[src/hdl/pced_pkg.sv]
// ----------------------------------------------------------------------------
// pced_pkg
// Shared types and constants for the point crop / ego / decimate core.
// ----------------------------------------------------------------------------
package pced_pkg;

    localparam int COORD_BITS = 16;
    localparam int INDEX_BITS = 20;
    localparam int NEXT_BITS  = INDEX_BITS + 1;
    localparam int FRAC_BITS  = 16;
    localparam int BOX_BITS   = 3 * COORD_BITS;
    localparam int INT_BITS   = 8;
    localparam int TIME_BITS  = 32;

    localparam int CFG_DATA_BITS = 64;
    localparam int CFG_ADDR_BITS = 6;
    localparam int CFG_SEL_LSB   = 3;
    localparam int CFG_SEL_BITS  = 3;

    localparam int QUEUE_DEPTH = 4;
    localparam int QUEUE_PTR_BITS = $clog2(QUEUE_DEPTH);
    localparam int QUEUE_CNT_BITS = $clog2(QUEUE_DEPTH + 1);

    typedef enum logic [CFG_SEL_BITS-1:0] {
        REG_CROP_LOW    = 3'd0,
        REG_CROP_HIGH   = 3'd1,
        REG_EGO_LOW     = 3'd2,
        REG_EGO_HIGH    = 3'd3,
        REG_STRIDE      = 3'd4,
        REG_STRIDE_FRAC = 3'd5
    } reg_sel_t;

    typedef struct packed {
        logic [BOX_BITS-1:0]   crop_low;
        logic [BOX_BITS-1:0]   crop_high;
        logic [BOX_BITS-1:0]   ego_low;
        logic [BOX_BITS-1:0]   ego_high;
        logic [INDEX_BITS-1:0] stride;
        logic [FRAC_BITS-1:0]  stride_frac;
    } cfg_t;

    // stride resets to 1, everything else to 0
    localparam cfg_t CFG_RESET = '{stride: INDEX_BITS'(1), default: '0};

    typedef struct packed {
        logic signed [COORD_BITS-1:0] x;
        logic signed [COORD_BITS-1:0] y;
        logic signed [COORD_BITS-1:0] z;
        logic [INT_BITS-1:0]          intensity;
        logic [INT_BITS-1:0]          ring;
        logic [TIME_BITS-1:0]         ptime;
    } point_t;

endpackage

[src/hdl/point_crop_ego_decimate_core.sv]
// ----------------------------------------------------------------------------
// point_crop_ego_decimate_core
// Crop-box / ego-box filter with stride decimation on a lidar point stream.
//
//   channel   handshake              payload
//   points    push / full            pos_x pos_y pos_z intensity ring pt_stamp cloud_last
//   results   empty / pop            out_x out_y out_z out_intensity out_ring out_time
//   config    psel penable pwrite    paddr (8-byte regs) pwdata prdata
//
// One point per cycle while full is low; classification and index update finish
// in the accepting cycle, kept points land in a 4-entry result queue.
// A kept point shows on the result ports the cycle after its push if the queue was empty.
// full rises only while the result queue holds 4 points.
// Reset is asynchronous; stride resets to 1, all other state but queue storage to 0.
// ----------------------------------------------------------------------------
module point_crop_ego_decimate_core (
    input  logic                                clk,
    input  logic                                rst_n,
    input  logic                                psel,
    input  logic                                penable,
    input  logic                                pwrite,
    input  logic [pced_pkg::CFG_ADDR_BITS-1:0]  paddr,
    input  logic [pced_pkg::CFG_DATA_BITS-1:0]  pwdata,
    output logic [pced_pkg::CFG_DATA_BITS-1:0]  prdata,
    output logic                                pready,
    input  logic                                push,
    output logic                                full,
    input  logic signed [pced_pkg::COORD_BITS-1:0] pos_x,
    input  logic signed [pced_pkg::COORD_BITS-1:0] pos_y,
    input  logic signed [pced_pkg::COORD_BITS-1:0] pos_z,
    input  logic [pced_pkg::INT_BITS-1:0]       intensity,
    input  logic [pced_pkg::INT_BITS-1:0]       ring,
    input  logic [pced_pkg::TIME_BITS-1:0]      pt_stamp,
    input  logic                                cloud_last,
    output logic                                empty,
    input  logic                                pop,
    output logic signed [pced_pkg::COORD_BITS-1:0] out_x,
    output logic signed [pced_pkg::COORD_BITS-1:0] out_y,
    output logic signed [pced_pkg::COORD_BITS-1:0] out_z,
    output logic [pced_pkg::INT_BITS-1:0]       out_intensity,
    output logic [pced_pkg::INT_BITS-1:0]       out_ring,
    output logic [pced_pkg::TIME_BITS-1:0]      out_time
);

    pced_pkg::cfg_t   cfg;
    pced_pkg::point_t in_point;
    pced_pkg::point_t head;
    logic             q_full;
    logic             q_wr;
    logic             accept;

    assign in_point.x         = pos_x;
    assign in_point.y         = pos_y;
    assign in_point.z         = pos_z;
    assign in_point.intensity = intensity;
    assign in_point.ring      = ring;
    assign in_point.ptime     = pt_stamp;

    assign full   = q_full;
    assign accept = push && !q_full;

    pced_cfg u_cfg (
        .clk     (clk),
        .rst_n   (rst_n),
        .psel    (psel),
        .penable (penable),
        .pwrite  (pwrite),
        .paddr   (paddr),
        .pwdata  (pwdata),
        .prdata  (prdata),
        .pready  (pready),
        .cfg     (cfg)
    );

    pced_front u_front (
        .clk      (clk),
        .rst_n    (rst_n),
        .cfg      (cfg),
        .in_valid (accept),
        .in_last  (cloud_last),
        .in_point (in_point),
        .q_full   (q_full),
        .q_wr     (q_wr)
    );

    pced_back u_back (
        .clk      (clk),
        .rst_n    (rst_n),
        .wr       (q_wr),
        .wr_point (in_point),
        .rd       (pop),
        .full     (q_full),
        .empty    (empty),
        .head     (head)
    );

    assign out_x         = head.x;
    assign out_y         = head.y;
    assign out_z         = head.z;
    assign out_intensity = head.intensity;
    assign out_ring      = head.ring;
    assign out_time      = head.ptime;

endmodule

[src/hdl/pced_cfg.sv]
// ----------------------------------------------------------------------------
// pced_cfg
// APB-style register file holding crop/ego boxes and decimation stride.
// ----------------------------------------------------------------------------
module pced_cfg (
    input  logic                                 clk,
    input  logic                                 rst_n,
    input  logic                                 psel,
    input  logic                                 penable,
    input  logic                                 pwrite,
    input  logic [pced_pkg::CFG_ADDR_BITS-1:0]   paddr,
    input  logic [pced_pkg::CFG_DATA_BITS-1:0]   pwdata,
    output logic [pced_pkg::CFG_DATA_BITS-1:0]   prdata,
    output logic                                 pready,
    output pced_pkg::cfg_t                       cfg
);

    pced_pkg::cfg_t   cfg_reg;
    pced_pkg::cfg_t   cfg_next;
    logic             wr_en;
    pced_pkg::reg_sel_t sel;

    assign pready = 1'b1;
    assign wr_en  = psel && penable && pwrite;
    assign sel    = pced_pkg::reg_sel_t'(
        paddr[pced_pkg::CFG_SEL_LSB +: pced_pkg::CFG_SEL_BITS]);
    assign cfg    = cfg_reg;

    always_comb
    begin
        cfg_next = cfg_reg;
        if (wr_en)
        begin
            case (sel)
                pced_pkg::REG_CROP_LOW:
                    cfg_next.crop_low = pwdata[pced_pkg::BOX_BITS-1:0];
                pced_pkg::REG_CROP_HIGH:
                    cfg_next.crop_high = pwdata[pced_pkg::BOX_BITS-1:0];
                pced_pkg::REG_EGO_LOW:
                    cfg_next.ego_low = pwdata[pced_pkg::BOX_BITS-1:0];
                pced_pkg::REG_EGO_HIGH:
                    cfg_next.ego_high = pwdata[pced_pkg::BOX_BITS-1:0];
                pced_pkg::REG_STRIDE:
                    cfg_next.stride = pwdata[pced_pkg::INDEX_BITS-1:0];
                pced_pkg::REG_STRIDE_FRAC:
                    cfg_next.stride_frac = pwdata[pced_pkg::FRAC_BITS-1:0];
                default:
                    cfg_next = cfg_reg;
            endcase
        end
    end

    always_comb
    begin
        case (sel)
            pced_pkg::REG_CROP_LOW:
                prdata = pced_pkg::CFG_DATA_BITS'(cfg_reg.crop_low);
            pced_pkg::REG_CROP_HIGH:
                prdata = pced_pkg::CFG_DATA_BITS'(cfg_reg.crop_high);
            pced_pkg::REG_EGO_LOW:
                prdata = pced_pkg::CFG_DATA_BITS'(cfg_reg.ego_low);
            pced_pkg::REG_EGO_HIGH:
                prdata = pced_pkg::CFG_DATA_BITS'(cfg_reg.ego_high);
            pced_pkg::REG_STRIDE:
                prdata = pced_pkg::CFG_DATA_BITS'(cfg_reg.stride);
            pced_pkg::REG_STRIDE_FRAC:
                prdata = pced_pkg::CFG_DATA_BITS'(cfg_reg.stride_frac);
            default:
                prdata = '0;
        endcase
    end

    always_ff @(posedge clk or negedge rst_n)
    begin
        if (!rst_n)
        begin
            cfg_reg <= pced_pkg::CFG_RESET;
        end
        else
        begin
            cfg_reg <= cfg_next;
        end
    end

endmodule

[src/hdl/pced_front.sv]
// ----------------------------------------------------------------------------
// pced_front
// Point index tracking, sample selection and box classification.
// ----------------------------------------------------------------------------
module pced_front (
    input  logic             clk,
    input  logic             rst_n,
    input  pced_pkg::cfg_t   cfg,
    input  logic             in_valid,
    input  logic             in_last,
    input  pced_pkg::point_t in_point,
    input  logic             q_full,
    output logic             q_wr
);

    logic [pced_pkg::INDEX_BITS-1:0] point_index_reg;
    logic [pced_pkg::INDEX_BITS-1:0] point_index_next;
    logic [pced_pkg::NEXT_BITS-1:0]  next_sample_reg;
    logic [pced_pkg::NEXT_BITS-1:0]  next_sample_next;
    logic [pced_pkg::FRAC_BITS-1:0]  fraction_acc_reg;
    logic [pced_pkg::FRAC_BITS-1:0]  fraction_acc_next;

    logic                                    sampled;
    logic [2:0]                              outside;
    logic [2:0]                              in_ego;
    logic                                    keep;
    logic [pced_pkg::INDEX_BITS-1:0]         stride;
    logic [pced_pkg::FRAC_BITS:0]            frac_sum;
    logic [pced_pkg::NEXT_BITS:0]            nxt_sum;
    logic signed [pced_pkg::COORD_BITS-1:0]  p [3];
    logic signed [pced_pkg::COORD_BITS-1:0]  cl [3];
    logic signed [pced_pkg::COORD_BITS-1:0]  ch [3];
    logic signed [pced_pkg::COORD_BITS-1:0]  el [3];
    logic signed [pced_pkg::COORD_BITS-1:0]  eh [3];

    assign p[0] = in_point.x;
    assign p[1] = in_point.y;
    assign p[2] = in_point.z;

    always_comb
    begin
        for (int k = 0; k < 3; k++)
        begin
            cl[k] = $signed(cfg.crop_low[k*pced_pkg::COORD_BITS +: pced_pkg::COORD_BITS]);
            ch[k] = $signed(cfg.crop_high[k*pced_pkg::COORD_BITS +: pced_pkg::COORD_BITS]);
            el[k] = $signed(cfg.ego_low[k*pced_pkg::COORD_BITS +: pced_pkg::COORD_BITS]);
            eh[k] = $signed(cfg.ego_high[k*pced_pkg::COORD_BITS +: pced_pkg::COORD_BITS]);
            outside[k] = (p[k] < cl[k]) || (p[k] > ch[k]);
            in_ego[k]  = (p[k] > el[k]) && (p[k] < eh[k]);
        end
    end

    assign sampled = ({1'b0, point_index_reg} == next_sample_reg);
    assign keep    = sampled && !(|outside) && !(&in_ego);
    assign q_wr    = in_valid && keep;

    // zero stride behaves as one
    assign stride   = (cfg.stride == '0) ? pced_pkg::INDEX_BITS'(1) : cfg.stride;
    assign frac_sum = {1'b0, fraction_acc_reg} + {1'b0, cfg.stride_frac};
    assign nxt_sum  = {1'b0, next_sample_reg} + (pced_pkg::NEXT_BITS+1)'(stride)
                      + (pced_pkg::NEXT_BITS+1)'(keep && frac_sum[pced_pkg::FRAC_BITS]);

    always_comb
    begin
        point_index_next  = point_index_reg;
        next_sample_next  = next_sample_reg;
        fraction_acc_next = fraction_acc_reg;
        if (in_valid)
        begin
            if (sampled)
            begin
                next_sample_next = nxt_sum[pced_pkg::NEXT_BITS]
                                   ? '1 : nxt_sum[pced_pkg::NEXT_BITS-1:0];
                if (keep)
                begin
                    fraction_acc_next = frac_sum[pced_pkg::FRAC_BITS-1:0];
                end
            end
            if (in_last)
            begin
                point_index_next  = '0;
                next_sample_next  = '0;
                fraction_acc_next = '0;
            end
            else
            begin
                point_index_next = point_index_reg + pced_pkg::INDEX_BITS'(1);
            end
        end
    end

    always_ff @(posedge clk or negedge rst_n)
    begin
        if (!rst_n)
        begin
            point_index_reg  <= '0;
            next_sample_reg  <= '0;
            fraction_acc_reg <= '0;
        end
        else
        begin
            point_index_reg  <= point_index_next;
            next_sample_reg  <= next_sample_next;
            fraction_acc_reg <= fraction_acc_next;
        end
    end

    a_no_write_full: assert property (@(posedge clk) disable iff (!rst_n)
        q_wr |-> !q_full)
        else $error("front writes into full queue");

    a_cloud_restart: assert property (@(posedge clk) disable iff (!rst_n)
        in_valid && in_last |=> point_index_reg == '0 && next_sample_reg == '0
                                && fraction_acc_reg == '0)
        else $error("state not cleared after last point of cloud");

    a_idle_hold: assert property (@(posedge clk) disable iff (!rst_n)
        !in_valid |=> $stable(point_index_reg) && $stable(next_sample_reg))
        else $error("index state moved without a request");

endmodule

[src/hdl/pced_back.sv]
// ----------------------------------------------------------------------------
// pced_back
// Result queue: holds kept points until the consumer takes them.
// ----------------------------------------------------------------------------
module pced_back (
    input  logic             clk,
    input  logic             rst_n,
    input  logic             wr,
    input  pced_pkg::point_t wr_point,
    input  logic             rd,
    output logic             full,
    output logic             empty,
    output pced_pkg::point_t head
);

    pced_pkg::point_t mem [pced_pkg::QUEUE_DEPTH];

    logic [pced_pkg::QUEUE_PTR_BITS-1:0] wr_ptr_reg;
    logic [pced_pkg::QUEUE_PTR_BITS-1:0] wr_ptr_next;
    logic [pced_pkg::QUEUE_PTR_BITS-1:0] rd_ptr_reg;
    logic [pced_pkg::QUEUE_PTR_BITS-1:0] rd_ptr_next;
    logic [pced_pkg::QUEUE_CNT_BITS-1:0] count_reg;
    logic [pced_pkg::QUEUE_CNT_BITS-1:0] count_next;
    logic                                do_wr;
    logic                                do_rd;

    assign full  = (count_reg == pced_pkg::QUEUE_CNT_BITS'(pced_pkg::QUEUE_DEPTH));
    assign empty = (count_reg == '0);
    assign do_wr = wr && !full;
    assign do_rd = rd && !empty;
    assign head  = mem[rd_ptr_reg];

    always_comb
    begin
        wr_ptr_next = do_wr ? wr_ptr_reg + pced_pkg::QUEUE_PTR_BITS'(1) : wr_ptr_reg;
        rd_ptr_next = do_rd ? rd_ptr_reg + pced_pkg::QUEUE_PTR_BITS'(1) : rd_ptr_reg;
        count_next  = count_reg;
        if (do_wr && !do_rd)
        begin
            count_next = count_reg + pced_pkg::QUEUE_CNT_BITS'(1);
        end
        else if (do_rd && !do_wr)
        begin
            count_next = count_reg - pced_pkg::QUEUE_CNT_BITS'(1);
        end
    end

    always_ff @(posedge clk)
    begin
        if (do_wr)
        begin
            mem[wr_ptr_reg] <= wr_point;
        end
    end

    always_ff @(posedge clk or negedge rst_n)
    begin
        if (!rst_n)
        begin
            wr_ptr_reg <= '0;
            rd_ptr_reg <= '0;
            count_reg  <= '0;
        end
        else
        begin
            wr_ptr_reg <= wr_ptr_next;
            rd_ptr_reg <= rd_ptr_next;
            count_reg  <= count_next;
        end
    end

    a_count_bound: assert property (@(posedge clk) disable iff (!rst_n)
        count_reg <= pced_pkg::QUEUE_CNT_BITS'(pced_pkg::QUEUE_DEPTH))
        else $error("queue count out of range");

    a_ptr_consistent: assert property (@(posedge clk) disable iff (!rst_n)
        (count_reg == '0 || full) |-> wr_ptr_reg == rd_ptr_reg)
        else $error("queue pointers disagree with count");

    a_head_stable: assert property (@(posedge clk) disable iff (!rst_n)
        !empty && !rd |=> $stable(head))
        else $error("queue head changed without a pop");

endmodule

[config.mk]
export PLATFORM = sky130hd
export DESIGN_NAME = point_crop_ego_decimate_core
export DESIGN_NICKNAME = d
export VERILOG_FILES = /design/src/hdl/pced_pkg.sv /design/src/hdl/point_crop_ego_decimate_core.sv /design/src/hdl/pced_cfg.sv /design/src/hdl/pced_front.sv /design/src/hdl/pced_back.sv
export SDC_FILE = /design/constraint.sdc
export NUM_CORES = 1
export LEC_CHECK = 0
export BUFFER_PORTS_ARGS = -buffer_cell sky130_fd_sc_hd__buf_2
export CAP_MARGIN = 25
export CORE_MARGIN = 1.5
export CORE_UTILIZATION = 54
export CTS_CLUSTER_DIAMETER = 80
export DETAILED_ROUTE_END_ITERATION = 16
export GPL_TIMING_DRIVEN = 0
export PLACE_DENSITY_LB_ADDON = 0.2
export SYNTH_ARGS = -nofsm -noshare
export SYNTH_HDL_FRONTEND = slang
export SYNTH_HIERARCHICAL = 1
export SYNTH_SLANG_ARGS = --single-unit
[constraint.sdc]
create_clock -name clk -period 5.1 [get_ports clk]
set_input_delay 0.255 -clock clk [delete_from_list [all_inputs] [get_ports clk]]
set_output_delay 0.255 -clock clk [all_outputs]
set_load 0.05 [all_outputs]
# Word-level counts from Yosys, hierarchy flattened
# Memories as Yosys holds them, arrays and structs flattened.
# Cells that the tools add are included.
# totals
input_bits	174
register_bits	292
elab_cells	92
n_memories	1
mem_bits_rw	384
# classes
addsub	8
reduce_logical	39
mux	13
n_lt_le_gt_ge	12
n_eq_ne	7
# memory_table
name	depth	word_bits	read_ports	rd_ports_with_merged_regs	wr	line_no	rtl
u_back.mem	4	96	1	0	1	pced_back.sv:16	pced_pkg::point_t mem [pced_pkg::QUEUE_DEPTH];
# ops
operator	count
$pmux W48 S6	1
$gt A16 B16 Y1	6
$lt A16 B16 Y1	6
$mux W21	3
$mux W16	3
$mux W20	2
$add A21 B20 Y22	1
$add A22 B1 Y22	1
$eq A20 B21 Y1	1
$add A20 B1 Y20 const B	1
$logic_not A20 Y1	1
$add A16 B16 Y17	1
$logic_and A1 B1 Y1	14
$reduce_and A2 Y1	7
$eq A3 B3 Y1 const B	3
$eq A3 B2 Y1 const B	2
$logic_not A1 Y1	6
$logic_not A3 Y1	2
$mux W3	2
$reduce_and A3 Y1	2
$reduce_bool A2 Y1	3
$add A2 B1 Y2 const B	2
$add A3 B1 Y3 const B	1
$eq A3 B1 Y1 const B	1
4 further kinds	7

# Longest topological paths before layout
# logic_depth
depth_word	12
depth_mapped	25
mapped_depth_nobuf	25

# Modules after synthesis
# Netlist, hierarchy kept.
# modules_own_cells
module	cells_per_inst	instances	area_each_um2
pced_back	538	1	14252.4
pced_cfg	730	1	10615.2
pced_front	1121	1	8911.0
point_crop_ego_decimate_core	1	1	13.8

# Worst setup path before layout
# OpenSTA, ideal clock, no wires.
# synth_path
path_type	reg-to-reg
start	register u_cfg.cfg_reg (netlist bit u_cfg/cfg[92])
end	memory u_back/mem[0][0] (netlist bit) (enable)
t_required_ps	4634
slack_ps	-162
path_stages_with_launch	16
arrival_ps	4797
path_buffers	2
path_cell_list	dfrtp_1 -> inv_1 -> ha_1 -> nand3_1 -> or4_1 -> a21oi_1 -> a311oi_1 -> o21ai_1 -> mux2i_1 -> or4_4 -> o2111ai_4 -> buf_4 -> inv_1 -> nor2b_1 -> buf_2 -> and2_1
# synth_via
elab_chain_len	9
# synth_lines
item	line_no	rtl
from (decl)	pced_cfg.sv:18	pced_pkg::cfg_t cfg_reg;
from (signal assigned)	pced_cfg.sv:77	cfg_reg <= pced_pkg::CFG_RESET;
from (signal assigned)	pced_cfg.sv:81	cfg_reg <= cfg_next;
$gt A16 B16 Y1	pced_front.sv:49	in_ego[k] = (p[k] > el[k]) && (p[k] < eh[k]);
$logic_and A1 B1 Y1	pced_front.sv:49	
$reduce_and A3 Y1	pced_front.sv:54	assign keep = sampled && !(|outside) && !(&in_ego);
$logic_not A1 Y1	pced_front.sv:54	
$logic_and A1 B1 Y1	pced_front.sv:54	
$logic_and A1 B1 Y1	pced_front.sv:55	assign q_wr = in_valid && keep;
via q_wr	point_crop_ego_decimate_core.sv:49	logic q_wr;
$logic_and A1 B1 Y1	pced_back.sv:29	assign do_wr = wr && !full;
via u_back.do_wr	pced_back.sv:24	logic do_wr;
$mux W1	pced_back.sv:50	if (do_wr)
$mux W1 (implied by the code)	pced_back.sv:52	mem[wr_ptr_reg] <= wr_point;
to (decl)	pced_back.sv:16	
# The timed path passes the listed nets, and every way through them passes these cells.

# Final worst setup path
# layout_path
start	register u_cfg.cfg_reg (netlist bit u_cfg/cfg[98])
end	register u_front/next_sample_reg[20] (netlist bit)
# layout_via
elab_chain_len	10
# layout_lines
item	line_no	rtl
$gt A16 B16 Y1	pced_front.sv:49	
$logic_and A1 B1 Y1	pced_front.sv:49	
$reduce_and A3 Y1	pced_front.sv:54	
$logic_not A1 Y1	pced_front.sv:54	
$logic_and A1 B1 Y1	pced_front.sv:54	
$logic_and A1 B1 Y1	pced_front.sv:61	+ (pced_pkg::NEXT_BITS+1)'(keep && frac_sum[pced_pkg::FRAC_BITS]);
$add A22 B1 Y22	pced_front.sv:61	
$mux W21	pced_front.sv:73	? '1 : nxt_sum[pced_pkg::NEXT_BITS-1:0];
$mux W21	pced_front.sv:70	if (sampled)
$mux W21	pced_front.sv:79	if (in_last)
to (signal assigned)	pced_front.sv:103	next_sample_reg <= next_sample_next;
to (decl)	pced_front.sv:18	logic [pced_pkg::NEXT_BITS-1:0] next_sample_reg;
# Every way passes these cells. The select of a mux whose other input is x is not followed.
# A chain may end at the register's enable or synchronous reset.

==> run summary <==
main combinational cell family by area after synthesis = multiplexers
pin count of the biggest net entering global routing = 113
total global routing track utilization = 28.4%
detailed-route DRC error count = 0
startpoint types = flip-flop
Synth area leader = edfxtp_1
Root Buffer Master = clkbuf_16
Max Cap Viol = 0
complex-gate fraction of the synthesized area = 6.45%
Iteration-0 DRC Markers = 1453
top cells by area, synth = edfxtp_1 34%, dfrtp_1 22%, ha_1 8.4%, mux4_2 8.3%, mux2_2 7.4%
post-detail-place hpwl = 64.3 mm
cell class contributing the biggest share of worst-path delay = compound AO/OA/AOI/OAI gates
WHS Endpoint = u_cfg/cfg[10]
FF-to-FF path depth = 25
Overflow after GRT = 0
arrival time worst endpoint = 5.76 ns
Worst slew margin = 28.5%
Post-synth ARST share = 43.2%
cell row count = 91
synthesized instance count = 2390
hold_sp = pwdata[10]
Fin. Hold Viols = 0
Vert. Die Dim = 253 um
Synth cell types = 83
Non-Filler Instances = 3866
Synth Area in Simple Gates = 5.64%
clock skew = 0.0252 ns
Placer Congestion = 0.937
violations in the final reports = negative setup slack
buffers plus inverters on the worst setup path = 3
Initial Util = 54.7%
worst r2r dst = u_front/next_sample_reg[20]
Design Area, Final = 41300 sq um
flop2flop setup slack = -0.14 ns
#FFs+latches synth = 676
f_max = 191 MHz
Core ar. = 61800 sq um
worst hold slack = 0.0320 ns
CP max-delay cell = or4_4
Die Wd = 253 um
endpoints failing setup = 5
R2R Path Start = u_cfg/cfg[98]
Hold WC Path Type = in -> reg
clock-pin slew on the worst setup and hold paths = 0.06 ns
predominant post-synthesis flop cell = edfxtp_1
status = finished with violations
Pre-antenna DRT Iters = 5
Leakage = 17.3 nW
slew of the pin with the lowest slew margin = 1.07 ns
Total Wirelength = 90.3 mm
slowest stage delay, CP = 0.53 ns
Mapped Area = 33800 sq um
Peak VDD IR = 371 uV
Yosys top cell area share = 34.1%
post-route worst setup slack = -0.138 ns
number of synthesized flops with an enable pin = 384
drt wl/cell = 23.4 um
Post-Synth XOR/XNOR Area = 1.79%
Yosys warning count = 6
vias in the first global route = 23028
fin nets = 3368
register area share after synthesis = 55.8%
Filler Cell Count = 4432
H-tree lvl count = 3
die area = 64100 sq um
Hold Crit Depth = 2
Layout Utilization = 66.7%
pwr dens = 463 nW/um^2
Req. time, crit path = 5.63 ns
io pins = 337
Final period util = 103%
Final Slew Violations = 0
WS Path Type = reg -> reg
adder-cell share of the synthesized area = 8.64%
CTS Buffer Depth = 3
commonest cells in the netlist = 384 x edfxtp_1, 291 x dfrtp_1, 227 x ha_1
port bufs = 298
initial antenna violation count = 8
placed insts = 3550
crit path time final = 5.24 ns
mux cell area share after synthesis = 17.4%
vias = 22340
Area Overhead vs Synth = 22.1%
max FFs per register = 384
number of CTS-inserted buffers = 74
crit path max fanout = 2
Synth Area per Inst = 14.1 sq um
drt via density = 5.78
share of cells above drive strength 1 = 32.3%
RSZ-0062 raised after global routing = true
Clock Sink Count = 676
top-count cell post-synth = edfxtp_1
area post-placement = 36700 sq um
worst-skew pair later-pin latency = 0.63 ns
Routed Antenna Nets = 0
Setup crit end kind = flip-flop
pre-CTS setup slack = -1.38 ns
first-pass GRT wire length = 137 mm
CTS tree = yes
-- cell usage in the layout, fill, tap and decap left out, types with 68 or more instances in the layout --
cell           count
dlygate4sd3_1    142
nor2_1            68
buf_2            340
ha_1             220
nand2_1           72
dfrtp_1          290
mux4_2           124
edfxtp_1         384
inv_1            208
mux2_2           222
a21oi_1           72
clkbuf_16         76
-- layout make-up --
type / count / area [sq um] / share of cell area [%]
sequential: 676 / 18800 / 45.7
multi-input combinational: 1394 / 13800 / 33.5
timing repair buffer: 482 / 3420 / 8.30
clock buffer: 91 / 2030 / 4.91
tap: 837 / 1050 / 2.54
inverter: 213 / 800 / 1.94
buffer: 122 / 667 / 1.62
clock inverter: 47 / 608 / 1.47
antenna: 4 / 10.0 / 0.0243
-- worst max-delay path by stage --
stage | from | endpoint | slack (ns) | cells past startpoint
floorplan | u_cfg/cfg[115] | u_front/next_sample_reg[20] | 0.01 | 24
finish | u_cfg/cfg[98] | u_front/next_sample_reg[20] | -0.14 | 25
CTS | u_cfg/cfg[101] | u_front/next_sample_reg[20] | -0.18 | 25
global placement | rst_n | u_back/wr_ptr_reg[0] | -1.68 | 1
global route | u_cfg/cfg[111] | u_front/next_sample_reg[20] | -0.32 | 25
detailed placement | u_cfg/cfg[91] | u_front/next_sample_reg[20] | -1.38 | 24
-- through the flow --
stage | total power [W] | TNS (ns)
after floorplan | 0.0115 | 0
after global placement | 0.0130 | -926.30
after detailed placement | 0.0132 | -12.89
after CTS | 0.0191 | -0.506
after global routing | 0.0199 | -1.54
final | 0.0191 | -0.275
-- worst reg2reg max path, cell delays in order, from the launching register on --
cell and delay [ns]:
dfrtp_1 0.40, inv_1 0.06, ha_1 0.31, nand4_1 0.14, or4_4 0.49, a21oi_4 0.16
a311oi_1 0.07, o21ai_1 0.13, mux2i_2 0.14, or4_4 0.53, o211ai_1 0.19, buf_4 0.18
nor2_4 0.05, fa_2 0.37, inv_2 0.07, fa_2 0.21, nor2b_2 0.05, o21ai_2 0.14
o21ai_2 0.09, nor3_2 0.17, o311ai_2 0.15, a221o_1 0.34, a21o_1 0.18, a21oi_2 0.20
o21bai_1 0.11, a31o_2 0.21
-- routing by layer --
layer | GRT usage (%) | part of all wire, %
met4 | 10.4 | 3.5
met2 | 47.1 | 49
met1 | 38.0 | 42
met3 | 4.70 | 5.5
met5 | 0 | 0.052
-- power breakdown --
part	switching [W]	internal, W	total, W	leakage (nW)
sequential	0.000499	0.00627	0.00677	7.23
combinational	0.00412	0.00252	0.00665	8.84
clock	0.00229	0.00339	0.00568	1.27
-- cell families after synthesis --
group / count (synthesis)
DFF: 676
muxes: 392
and+or+nand+nor: 357
buffers and inverters: 335
AOI/OAI and AO/OA: 328
adders and majority gates: 231
xor gates and xnor gates: 69
other: 2
-- what timing repair did --
action / CTS / global route
buffers inserted: 14 / 18
endpoints found under the hold margin: 698 / 0
pin swaps: 32 / 35
hold buffers: 142 / 0
setup endpoints to repair: 16 / 11
gates resized for setup: 45 / 24
Power figures use the tool's default switching activity.
